File: src/rtl/ure_pkg.sv
// Package for the understeer ratio estimator: types, constants, CORDIC angle table.
package ure_pkg;

  localparam int TAN_STEPS_DEF = 16;

  // configuration register indexes
  localparam logic [2:0] REG_DECAY  = 3'd0;
  localparam logic [2:0] REG_FLOOR  = 3'd1;
  localparam logic [2:0] REG_SPEED  = 3'd2;
  localparam logic [2:0] REG_STEER  = 3'd3;
  localparam logic [2:0] REG_YAW    = 3'd4;
  localparam logic [2:0] REG_RATIO  = 3'd5;
  localparam logic [2:0] REG_WBASE  = 3'd6;

  // gate status codes
  localparam logic [1:0] ST_OK      = 2'd0;
  localparam logic [1:0] ST_SLOW    = 2'd1;
  localparam logic [1:0] ST_SMALLR  = 2'd2;
  localparam logic [1:0] ST_SMALLC  = 2'd3;

  localparam logic [23:0] DEG180_Q16   = 24'd11796480;
  localparam logic [23:0] DEG90_Q16    = 24'd5898240;
  localparam logic [21:0] YAW_SCALE_Q8 = 22'd3666930;
  localparam logic [40:0] REF_CAP      = 41'h100_0000_0000;
  localparam logic [23:0] RATIO_MAX    = 24'h7FFFFF;
  localparam logic [23:0] RATIO_MIN    = 24'h800000;
  localparam logic [23:0] RATIO_ONE    = 24'd4096;

  // 180 degrees in Q16 is 45 * 2^18; reduce the upper part modulo 45 by
  // multiplying with ceil(2^23 / 45), exact for values below 2^18
  localparam logic [21:0] DEG180_HI    = 22'd45;
  localparam logic [21:0] DEG180_RECIP = 22'd186414;

  typedef enum logic [4:0] {
    S_IDLE, S_FRIC, S_PEAK, S_DIV, S_MOD, S_MQ, S_ZSET, S_CORD, S_NY, S_NC, S_D,
    S_DST, S_RMAG, S_G2, S_GRIP, S_SQ, S_SAT, S_C, S_G3, S_Q, S_DONE
  } state_t;

  // arctangent of 2^-i in degrees, Q16
  function automatic logic [21:0] atan_deg(input logic [4:0] i);
    logic [21:0] v;
    case (i)
      5'd0:  v = 22'd2949120;
      5'd1:  v = 22'd1740968;
      5'd2:  v = 22'd919879;
      5'd3:  v = 22'd466945;
      5'd4:  v = 22'd234379;
      5'd5:  v = 22'd117304;
      5'd6:  v = 22'd58666;
      5'd7:  v = 22'd29335;
      5'd8:  v = 22'd14668;
      5'd9:  v = 22'd7334;
      5'd10: v = 22'd3667;
      5'd11: v = 22'd1833;
      5'd12: v = 22'd917;
      5'd13: v = 22'd458;
      5'd14: v = 22'd229;
      5'd15: v = 22'd115;
      5'd16: v = 22'd57;
      5'd17: v = 22'd29;
      5'd18: v = 22'd14;
      5'd19: v = 22'd7;
      5'd20: v = 22'd4;
      5'd21: v = 22'd2;
      5'd22: v = 22'd1;
      default: v = 22'd0;
    endcase
    return v;
  endfunction

  // magnitude of a 16-bit signed value
  function automatic logic [15:0] mag16(input logic signed [15:0] v);
    return v[15] ? 16'(-v) : 16'(v);
  endfunction

endpackage

File: src/rtl/understeer_ratio_estimator.sv
// Understeer ratio estimator: sequencer over a shared multiplier, divider and CORDIC stage.
//
// Input channel (in_valid / in_stall): one vehicle sample per transaction.
// in_stall is high from the cycle after a transaction until the sample's result
// has been moved to the output register; one sample is worked on at a time.
// Output channel (out_valid / out_stall): yaw_ratio, gate_status and
// friction_estimate. The output register holds a result while out_stall is
// high, and a new sample may be taken meanwhile; the block waits at the end of
// the next sample until the register is free.
// A sample gated on speed or steering goes from S_PEAK straight to S_DONE; the
// time of a full sample is set by the one-bit-per-cycle restoring
// divider (36 + 62 + 31 + 36 steps for the four divisions) and one CORDIC
// rotation per cycle. The next transaction can be taken in the cycle after
// the result is loaded.
// Reset (rst, synchronous) loads the default configuration and clears the
// friction peak, so the first sample yields the larger of the floor and its lateral accel.
// Configuration writes (cfg_we, cfg_index, cfg_data) take effect at once; the user
// must make them only while no sample is in flight; the block does not enforce it.
module understeer_ratio_estimator
  import ure_pkg::*;
#(
  parameter int TAN_STEPS = TAN_STEPS_DEF
) (
  input  logic               clk,
  input  logic               rst,
  input  logic               cfg_we,
  input  logic [2:0]         cfg_index,
  input  logic [15:0]        cfg_data,
  input  logic               in_valid,
  output logic               in_stall,
  input  logic signed [15:0] speed,
  input  logic signed [15:0] wheel_angle,
  input  logic signed [15:0] yaw_rate,
  input  logic signed [15:0] lateral_accel,
  output logic               out_valid,
  input  logic               out_stall,
  output logic signed [23:0] yaw_ratio,
  output logic [1:0]         gate_status,
  output logic [14:0]        friction_estimate
);

  // configuration
  logic [15:0] decay_factor;
  logic [14:0] friction_floor, speed_gate, steer_gate, yaw_gate;
  logic [15:0] steering_ratio;
  logic [12:0] wheelbase_mm;

  always_ff @(posedge clk) begin
    if (rst) begin
      decay_factor   <= 16'd65405;
      friction_floor <= 15'd1229;
      speed_gate     <= 15'd768;
      steer_gate     <= 15'd80;
      yaw_gate       <= 15'd32;
      steering_ratio <= 16'd3840;
      wheelbase_mm   <= 13'd2575;
    end else if (cfg_we) begin
      unique case (cfg_index)
        REG_DECAY: decay_factor   <= cfg_data;
        REG_FLOOR: friction_floor <= cfg_data[14:0];
        REG_SPEED: speed_gate     <= cfg_data[14:0];
        REG_STEER: steer_gate     <= cfg_data[14:0];
        REG_YAW:   yaw_gate       <= cfg_data[14:0];
        REG_RATIO: steering_ratio <= cfg_data;
        REG_WBASE: wheelbase_mm   <= cfg_data[12:0];
        default: ;
      endcase
    end
  end

  state_t state, state_next, div_ret;

  // captured sample
  logic [15:0] mspeed, mwheel, myaw;
  logic        sspeed, swheel, syaw;
  logic [14:0] lat;
  logic [14:0] friction_peak;

  // shared multiplier
  logic [40:0] mul_a;
  logic [21:0] mul_b;
  logic [62:0] prod;

  // shared divider
  logic [63:0] dnum, quo;
  logic [40:0] rem, dv;
  logic [5:0]  dcnt;
  logic [41:0] rs;
  logic        dfit;

  // CORDIC
  logic signed [26:0] cx, cy;
  logic signed [25:0] cz;
  logic [4:0]         ci;
  logic signed [26:0] cx_sh, cy_sh;
  logic [26:0]        ax, ay;

  logic [40:0] rmag;
  logic [16:0] grip, sat;
  logic        neg;
  logic [23:0] res;
  logic [1:0]  status;

  logic        in_acc, out_free;
  logic [14:0] decayed, peak_new;
  logic [22:0] gate8;
  logic [23:0] mres;
  logic [17:0] hrem;
  logic [15:0] lat_in;
  logic signed [25:0] zred;

  assign in_acc   = in_valid && !in_stall;
  assign out_free = !out_valid || !out_stall;
  assign rs       = {rem, dnum[63]};
  assign dfit     = rs >= {1'b0, dv};
  assign cx_sh    = cx >>> ci;
  assign cy_sh    = cy >>> ci;
  assign ax       = cx[26] ? 27'(-cx) : 27'(cx);
  assign ay       = cy[26] ? 27'(-cy) : 27'(cy);
  assign gate8    = {yaw_gate, 8'd0};
  assign lat_in   = mag16(lateral_accel);

  // angle modulo 180 degrees: upper bits modulo 45, low 18 bits pass through
  assign hrem     = quo[35:18] - prod[17:0];
  assign mres     = {hrem[5:0], quo[17:0]};

  // friction update from the decayed peak
  always_comb begin
    decayed  = prod[30:16];
    if (decayed < friction_floor) decayed = friction_floor;
    peak_new = (lat > decayed) ? lat : decayed;
  end

  // road angle reduced into [-90, 90) degrees, then negated for a negative wheel angle
  always_comb begin
    zred = (mres >= DEG90_Q16) ? 26'($signed({2'b0, mres}) - $signed({2'b0, DEG180_Q16}))
                               : $signed({2'b0, mres});
    if (swheel) zred = -zred;
  end

  // next state
  always_comb begin
    state_next = state;
    unique case (state)
      S_IDLE: if (in_acc) state_next = S_FRIC;
      S_FRIC: state_next = S_PEAK;
      S_PEAK: begin
        if (mspeed < {1'b0, speed_gate} || mwheel < {1'b0, steer_gate}) state_next = S_DONE;
        else state_next = S_DIV;
      end
      S_DIV:  if (dcnt == 6'd1) state_next = div_ret;
      S_MOD:  state_next = S_MQ;
      S_MQ:   state_next = S_ZSET;
      S_ZSET: state_next = S_CORD;
      S_CORD: if (ci == 5'(TAN_STEPS - 1)) state_next = S_NY;
      S_NY:   state_next = S_NC;
      S_NC:   state_next = S_D;
      S_D:    state_next = S_DST;
      S_DST:  state_next = (prod == 63'd0) ? S_G2 : S_DIV;
      S_RMAG: state_next = S_G2;
      S_G2: begin
        if (rmag < {18'd0, gate8}) state_next = S_DONE;
        else if (lat == 15'd0 || lat >= friction_peak) state_next = S_SQ;
        else state_next = S_DIV;
      end
      S_GRIP: state_next = S_SQ;
      S_SQ:   state_next = S_SAT;
      S_SAT:  state_next = S_C;
      S_C:    state_next = S_G3;
      S_G3: begin
        if (prod[56:16] < {18'd0, gate8} || myaw == 16'd0 || prod[56:16] == 41'd0)
          state_next = S_DONE;
        else state_next = S_DIV;
      end
      S_Q:    state_next = S_DONE;
      S_DONE: if (out_free) state_next = S_IDLE;
      default: state_next = S_IDLE;
    endcase
  end

  // outputs of the sequencer: handshake and multiplier operands
  always_comb begin
    in_stall = (state != S_IDLE);
    mul_a = 41'd0;
    mul_b = 22'd0;
    unique case (state)
      S_FRIC: begin mul_a = {26'd0, friction_peak}; mul_b = {6'd0, decay_factor}; end
      S_MOD:  begin mul_a = {23'd0, quo[35:18]};   mul_b = DEG180_RECIP; end
      S_MQ:   begin mul_a = {23'd0, prod[40:23]};  mul_b = DEG180_HI; end
      S_NY:   begin mul_a = {14'd0, ay};  mul_b = {6'd0, mspeed}; end
      S_NC:   begin mul_a = prod[40:0];   mul_b = YAW_SCALE_Q8; end
      S_D:    begin mul_a = {14'd0, ax};  mul_b = {9'd0, wheelbase_mm}; end
      S_SQ:   begin mul_a = {24'd0, grip}; mul_b = {5'd0, grip}; end
      S_C:    begin mul_a = rmag;          mul_b = {5'd0, sat}; end
      default: ;
    endcase
  end

  always_ff @(posedge clk) begin
    prod <= 63'(mul_a * mul_b);
  end

  // control registers
  always_ff @(posedge clk) begin
    if (rst) begin
      state         <= S_IDLE;
      friction_peak <= 15'd0;
      out_valid     <= 1'b0;
    end else begin
      state <= state_next;
      if (state == S_PEAK) friction_peak <= peak_new;
      if (state == S_DONE && out_free) out_valid <= 1'b1;
      else if (!out_stall) out_valid <= 1'b0;
    end
  end

  // datapath
  always_ff @(posedge clk) begin
    unique case (state)
      S_IDLE: if (in_acc) begin
        mspeed <= mag16(speed);       sspeed <= speed[15];
        mwheel <= mag16(wheel_angle); swheel <= wheel_angle[15];
        myaw   <= mag16(yaw_rate);    syaw   <= yaw_rate[15];
        lat    <= (lat_in > 16'd32767) ? 15'd32767 : lat_in[14:0];
        res    <= RATIO_ONE;
        status <= ST_OK;
      end
      S_PEAK: begin
        if (mspeed < {1'b0, speed_gate} || mwheel < {1'b0, steer_gate}) status <= ST_SLOW;
        dnum    <= {mwheel, 48'd0};
        dv      <= {25'd0, (steering_ratio == 16'd0) ? 16'd1 : steering_ratio};
        rem     <= 41'd0; quo <= 64'd0; dcnt <= 6'd36;
        div_ret <= S_MOD;
      end
      S_DIV: begin
        dnum <= {dnum[62:0], 1'b0};
        dcnt <= dcnt - 6'd1;
        if (dfit) begin
          rem <= 41'(rs - {1'b0, dv});
          quo <= {quo[62:0], 1'b1};
        end else begin
          rem <= rs[40:0];
          quo <= {quo[62:0], 1'b0};
        end
      end
      S_ZSET: begin
        cx <= 27'sd16777216; cy <= 27'sd0; cz <= zred; ci <= 5'd0;
      end
      S_CORD: begin
        if (!cz[25]) begin
          cx <= cx - cy_sh; cy <= cy + cx_sh; cz <= cz - $signed({4'd0, atan_deg(ci)});
        end else begin
          cx <= cx + cy_sh; cy <= cy - cx_sh; cz <= cz + $signed({4'd0, atan_deg(ci)});
        end
        ci <= ci + 5'd1;
      end
      S_NY: neg <= sspeed ^ cy[26] ^ cx[26];
      S_D:  dnum <= {prod[61:0], 2'b0};
      S_DST: begin
        if (prod == 63'd0) rmag <= REF_CAP;
        dv      <= prod[40:0];
        rem     <= 41'd0; quo <= 64'd0; dcnt <= 6'd62;
        div_ret <= S_RMAG;
      end
      S_RMAG: rmag <= (quo > {23'd0, REF_CAP}) ? REF_CAP : quo[40:0];
      S_G2: begin
        if (rmag < {18'd0, gate8}) status <= ST_SMALLR;
        if (lat == 15'd0) grip <= 17'd0;
        else if (lat >= friction_peak) grip <= 17'd65536;
        dnum    <= {lat, 49'd0};
        dv      <= {26'd0, friction_peak};
        rem     <= 41'd0; quo <= 64'd0; dcnt <= 6'd31;
        div_ret <= S_GRIP;
      end
      S_GRIP: grip <= quo[16:0];
      S_SAT:  sat  <= 17'(18'd65536 - {1'b0, prod[32:16]});
      S_G3: begin
        if (prod[56:16] < {18'd0, gate8}) status <= ST_SMALLC;
        else if (myaw == 16'd0) res <= 24'd0;
        else if (prod[56:16] == 41'd0) res <= (neg ^ syaw) ? RATIO_MIN : RATIO_MAX;
        neg     <= neg ^ syaw;
        dnum    <= {myaw, 48'd0};
        dv      <= prod[56:16];
        rem     <= 41'd0; quo <= 64'd0; dcnt <= 6'd36;
        div_ret <= S_Q;
      end
      S_Q: begin
        if (neg) res <= (quo > 64'd8388608) ? RATIO_MIN : 24'(-quo);
        else     res <= (quo > 64'd8388607) ? RATIO_MAX : quo[23:0];
      end
      S_DONE: if (out_free) begin
        yaw_ratio         <= res;
        gate_status       <= status;
        friction_estimate <= friction_peak;
      end
      default: ;
    endcase
  end

endmodule

File: config.mk
export PLATFORM = sky130hd
export DESIGN_NAME = understeer_ratio_estimator
export DESIGN_NICKNAME = d
export VERILOG_FILES = /design/src/rtl/ure_pkg.sv /design/src/rtl/understeer_ratio_estimator.sv
export SDC_FILE = /design/constraint.sdc
export NUM_CORES = 2
export LEC_CHECK = 0
export BUFFER_PORTS_ARGS = -buffer_cell sky130_fd_sc_hd__buf_2
export CAP_MARGIN = 30
export CORE_MARGIN = 5
export CORE_UTILIZATION = 30
export CTS_CLUSTER_DIAMETER = 120
export CTS_CLUSTER_SIZE = 28
export DETAILED_ROUTE_END_ITERATION = 10
export GPL_TIMING_DRIVEN = 1
export PLACE_DENSITY = 0.54
export SLEW_MARGIN = 20
export SYNTH_ARGS = -nofsm -noshare
export SYNTH_HDL_FRONTEND = slang
export SYNTH_SLANG_ARGS = --single-unit
File: constraint.sdc
create_clock -name clk -period 28.8 [get_ports clk]
set_input_delay 1.44 -clock clk [delete_from_list [all_inputs] [get_ports clk]]
set_output_delay 1.44 -clock clk [all_outputs]
set_load 0.01 [all_outputs]
==> flow_summary.ini <==
[placement]
gp_routability_congestion = 0.949
io_buffer_count = 130
dp_hpwl_um = 192000

[yosys]
synth_top_family_by_area = adder cells
synthDistinctLibCells = 101
synth-xor-area-share = 0.0445
yosys-mux-area-fraction = 0.0406
yosysSeqAreaShare = 0.271
synthSimpleGateAreaFrac = 0.156
yosys.area.top_type_share = 0.213
syn_inst = 7754
synth_ff_type = edfxtp_1
synth-adder-area-share = 0.285
synth_area_leader_cell = edfxtp_1
synth-async-reset-ratio = 0
synth_area_leaders = edfxtp_1 (21%), fa_1 (20%), ha_1 (8.0%), nand2_1 (6.0%), dfxtp_1 (5.8%)
synth_area_per_cell_um2 = 9.32
synth_nets = 9047
synth_edf_count = 512
yosysWarnings = 0
synth_compound_area_frac = 0.124
netlist_area_mm2 = 0.0723
ys_ff_latch = 723

[final_layout]
final_cell_mix = nand2_1 (1,149), inv_1 (1,079), fa_1 (740)
final_common_cell = nand2_1
layout-drive-gt1-share = 0.0701
area_delta_synth_final_pct = 7.92
fill_cells = 24900
nets = 8982

[floorplan]
core_area_mm2 = 0.240
io_pins = 131
rows = 180
dieWidth_um = 501
start_util = 0.301
chipHeight_um = 501
die_area_mm2 = 0.251

[timing]
slew_headroom = 0.323
fin_worst_skew_ps = 60.6
fin_crit_sh = 0.395
fmax_mhz = 88.0
setup-tns-final_ps = 0
final-hold-violation-count = 0
slew_viol_final = 0
setup_viol = 0
rsz0062_at_grt = no
worst_pin_slew_ps = 1010
fin_crit_ps = 11360

[critical_path]
critPathArrivalTime_ps = 11940
critPathBufInv = 7
startpoint_type = register
cpMostUsedCell = fa_1
crit_fanout = 61
slowest_delay_ps = 880
endpoint_kind = register
crit_type = reg2reg
path_delay_family = compound AO/OA/AOI/OAI gates
cp_slowest_cell = dfxtp_1
required_ps = 29380

[cts]
cts_num_sinks = 723
clk_latency_ps = 670
tritoncts = built
ctsResizeCount = 0
clkTransAtPathRegs_ps = 120
clockBufferDepth = 3
post_cts_buffers = 0
cts-root-buf = clkbuf_16
cts_hold_buf = 0
htreeDepth = 2
cts_made_buffers = 36

[global_routing]
grt_pass1_vias = 58200
gr-usage-all-layers = 0.195
grt_pass1_wl_um = 375000
grt_antenna_before_repair = 15
grt_max_degree = 73
overflow = 0

[routing]
routed-via-count = 58200
dr_wl_met2_um = 110000
vias_per_cell = 5.33
dr.first_iter.drc_count = 5734
m1WireLength_um = 108000
ant_nets = 0
drt-total-wl_um = 251000
highest_layer = met5
drcViolationCount = 0
route.met3.wl_um = 21300
wire_per_inst_um = 23.0
firstDrtPassIters = 6

[status]
status = finished, final reports clean

[hold_path]
hold_path_class = reg2reg

[pwr]
power_density_mw_per_mm2 = 61.2
p_leak_nw = 33.4
finalPower_mw = 4.77
ir_drop_mv = 0.0531

[flow_run]
drv_cap = 0
## through the flow
step	utilization	hold WS [ps]	instance area (µm²)	worst slack [ps]	cells
final	0.325	441	78000	17440	10900
after global routing	0.325	461	78000	16910	10900
after CTS	0.325	448	77900	17520	10900
after detailed placement	0.320	406	76700	17590	10800
after global placement	0.319	411	76600	17460	10800
after floorplan	-	400	72300	19100	7754
## worst register-to-register path: cells and delay by family (launching register included)
family	cells	cell delay [ps]
AO/OA/AOI/OAI	13	4150
adder cells (fa/ha/maj)	8	3910
buffers and inverters	7	940
flip-flops	1	880
AND/OR/NAND/NOR	5	1370
## Yosys cell counts, drive strengths merged, types with 25 or more instances
cell type,instances
a22oi,53
nand4,45
nand3,80
and2,235
a31oi,61
o21bai,25
ha,465
mux2,32
nand2b,59
a21o,121
nor2b,42
a22o,72
a21oi,374
o22ai,28
inv,1082
clkbuf,323
a222oi,29
nor2,408
nand2,1150
xor2,153
or3,53
mux4,73
nor4,58
nor3,101
xnor2,214
buf,69
dfxtp,211
mux2i,93
o21ai,259
a211o,29
a211oi,56
o21a,36
edfxtp,512
nand3b,41
o31ai,47
fa,740
and3,72
## cell type report
| type | count | area (µm²) | share of cell area |
|---|---|---|---|
| Clock buffer | 55 | 993 | 0.0127 |
| Antenna cell | 3 | 7.51 | 0.0000962 |
| Sequential cell | 723 | 19600 | 0.251 |
| Clock inverter | 11 | 184 | 0.00236 |
| Inverter | 1085 | 4080 | 0.0522 |
| Tap cell | 3185 | 3990 | 0.0511 |
| Multi-Input combinational cell | 5553 | 47200 | 0.606 |
| Timing Repair Buffer | 290 | 1920 | 0.0246 |
## routing by layer
| layer | up-vias | GRT usage |
|---|---|---|
| li1 | 25900 | - |
| met1 | 29300 | 0.269 |
| met3 | 465 | 0.0337 |
| met4 | 2 | 0.0720 |
| met2 | 2518 | 0.305 |
| met5 | - | 0 |
## state kept, by name (all words and copies together) (netlist names), 16 cells and up, named ones only
name / count
steering_ratio: 16
cy: 27
grip: 17
prod: 63
res: 24
dnum: 62
decay_factor: 16
cz: 26
yaw_ratio: 24
myaw: 16
dv: 41
mspeed: 16
cx: 27
quo: 64
sat: 17
mwheel: 16
rmag: 41
rem: 41
## power breakdown
| group | switching, mW | internal (mW) | total [mW] |
|---|---|---|---|
| logic | 1.65 | 0.851 | 2.51 |
| registers | 0.209 | 1.41 | 1.62 |
| clock network | 0.392 | 0.256 | 0.648 |
## worst paths after layout
check	end	slack (ps)	depth (start not counted)	start
worst max-delay path	prod[61]$_DFF_P_	17440	33	state[4]$_SDFFE_PP0P_
worst min-delay path	yaw_ratio[13]$_DFFE_PP_	440	0	res[13]$_DFFE_PP_
worst max register to register	prod[61]$_DFF_P_	17440	33	state[4]$_SDFFE_PP0P_
worst min register to register	yaw_ratio[13]$_DFFE_PP_	440	0	res[13]$_DFFE_PP_
## logic make-up after synthesis
| group | Yosys count |
|---|---|
| simple gates | 2428 |
| buf+inv | 1478 |
| compound gates | 1355 |
| fa+ha+maj | 1205 |
| flops | 723 |
| xor+xnor | 367 |
| mux | 198 |
(Power assumes the default switching activity.)
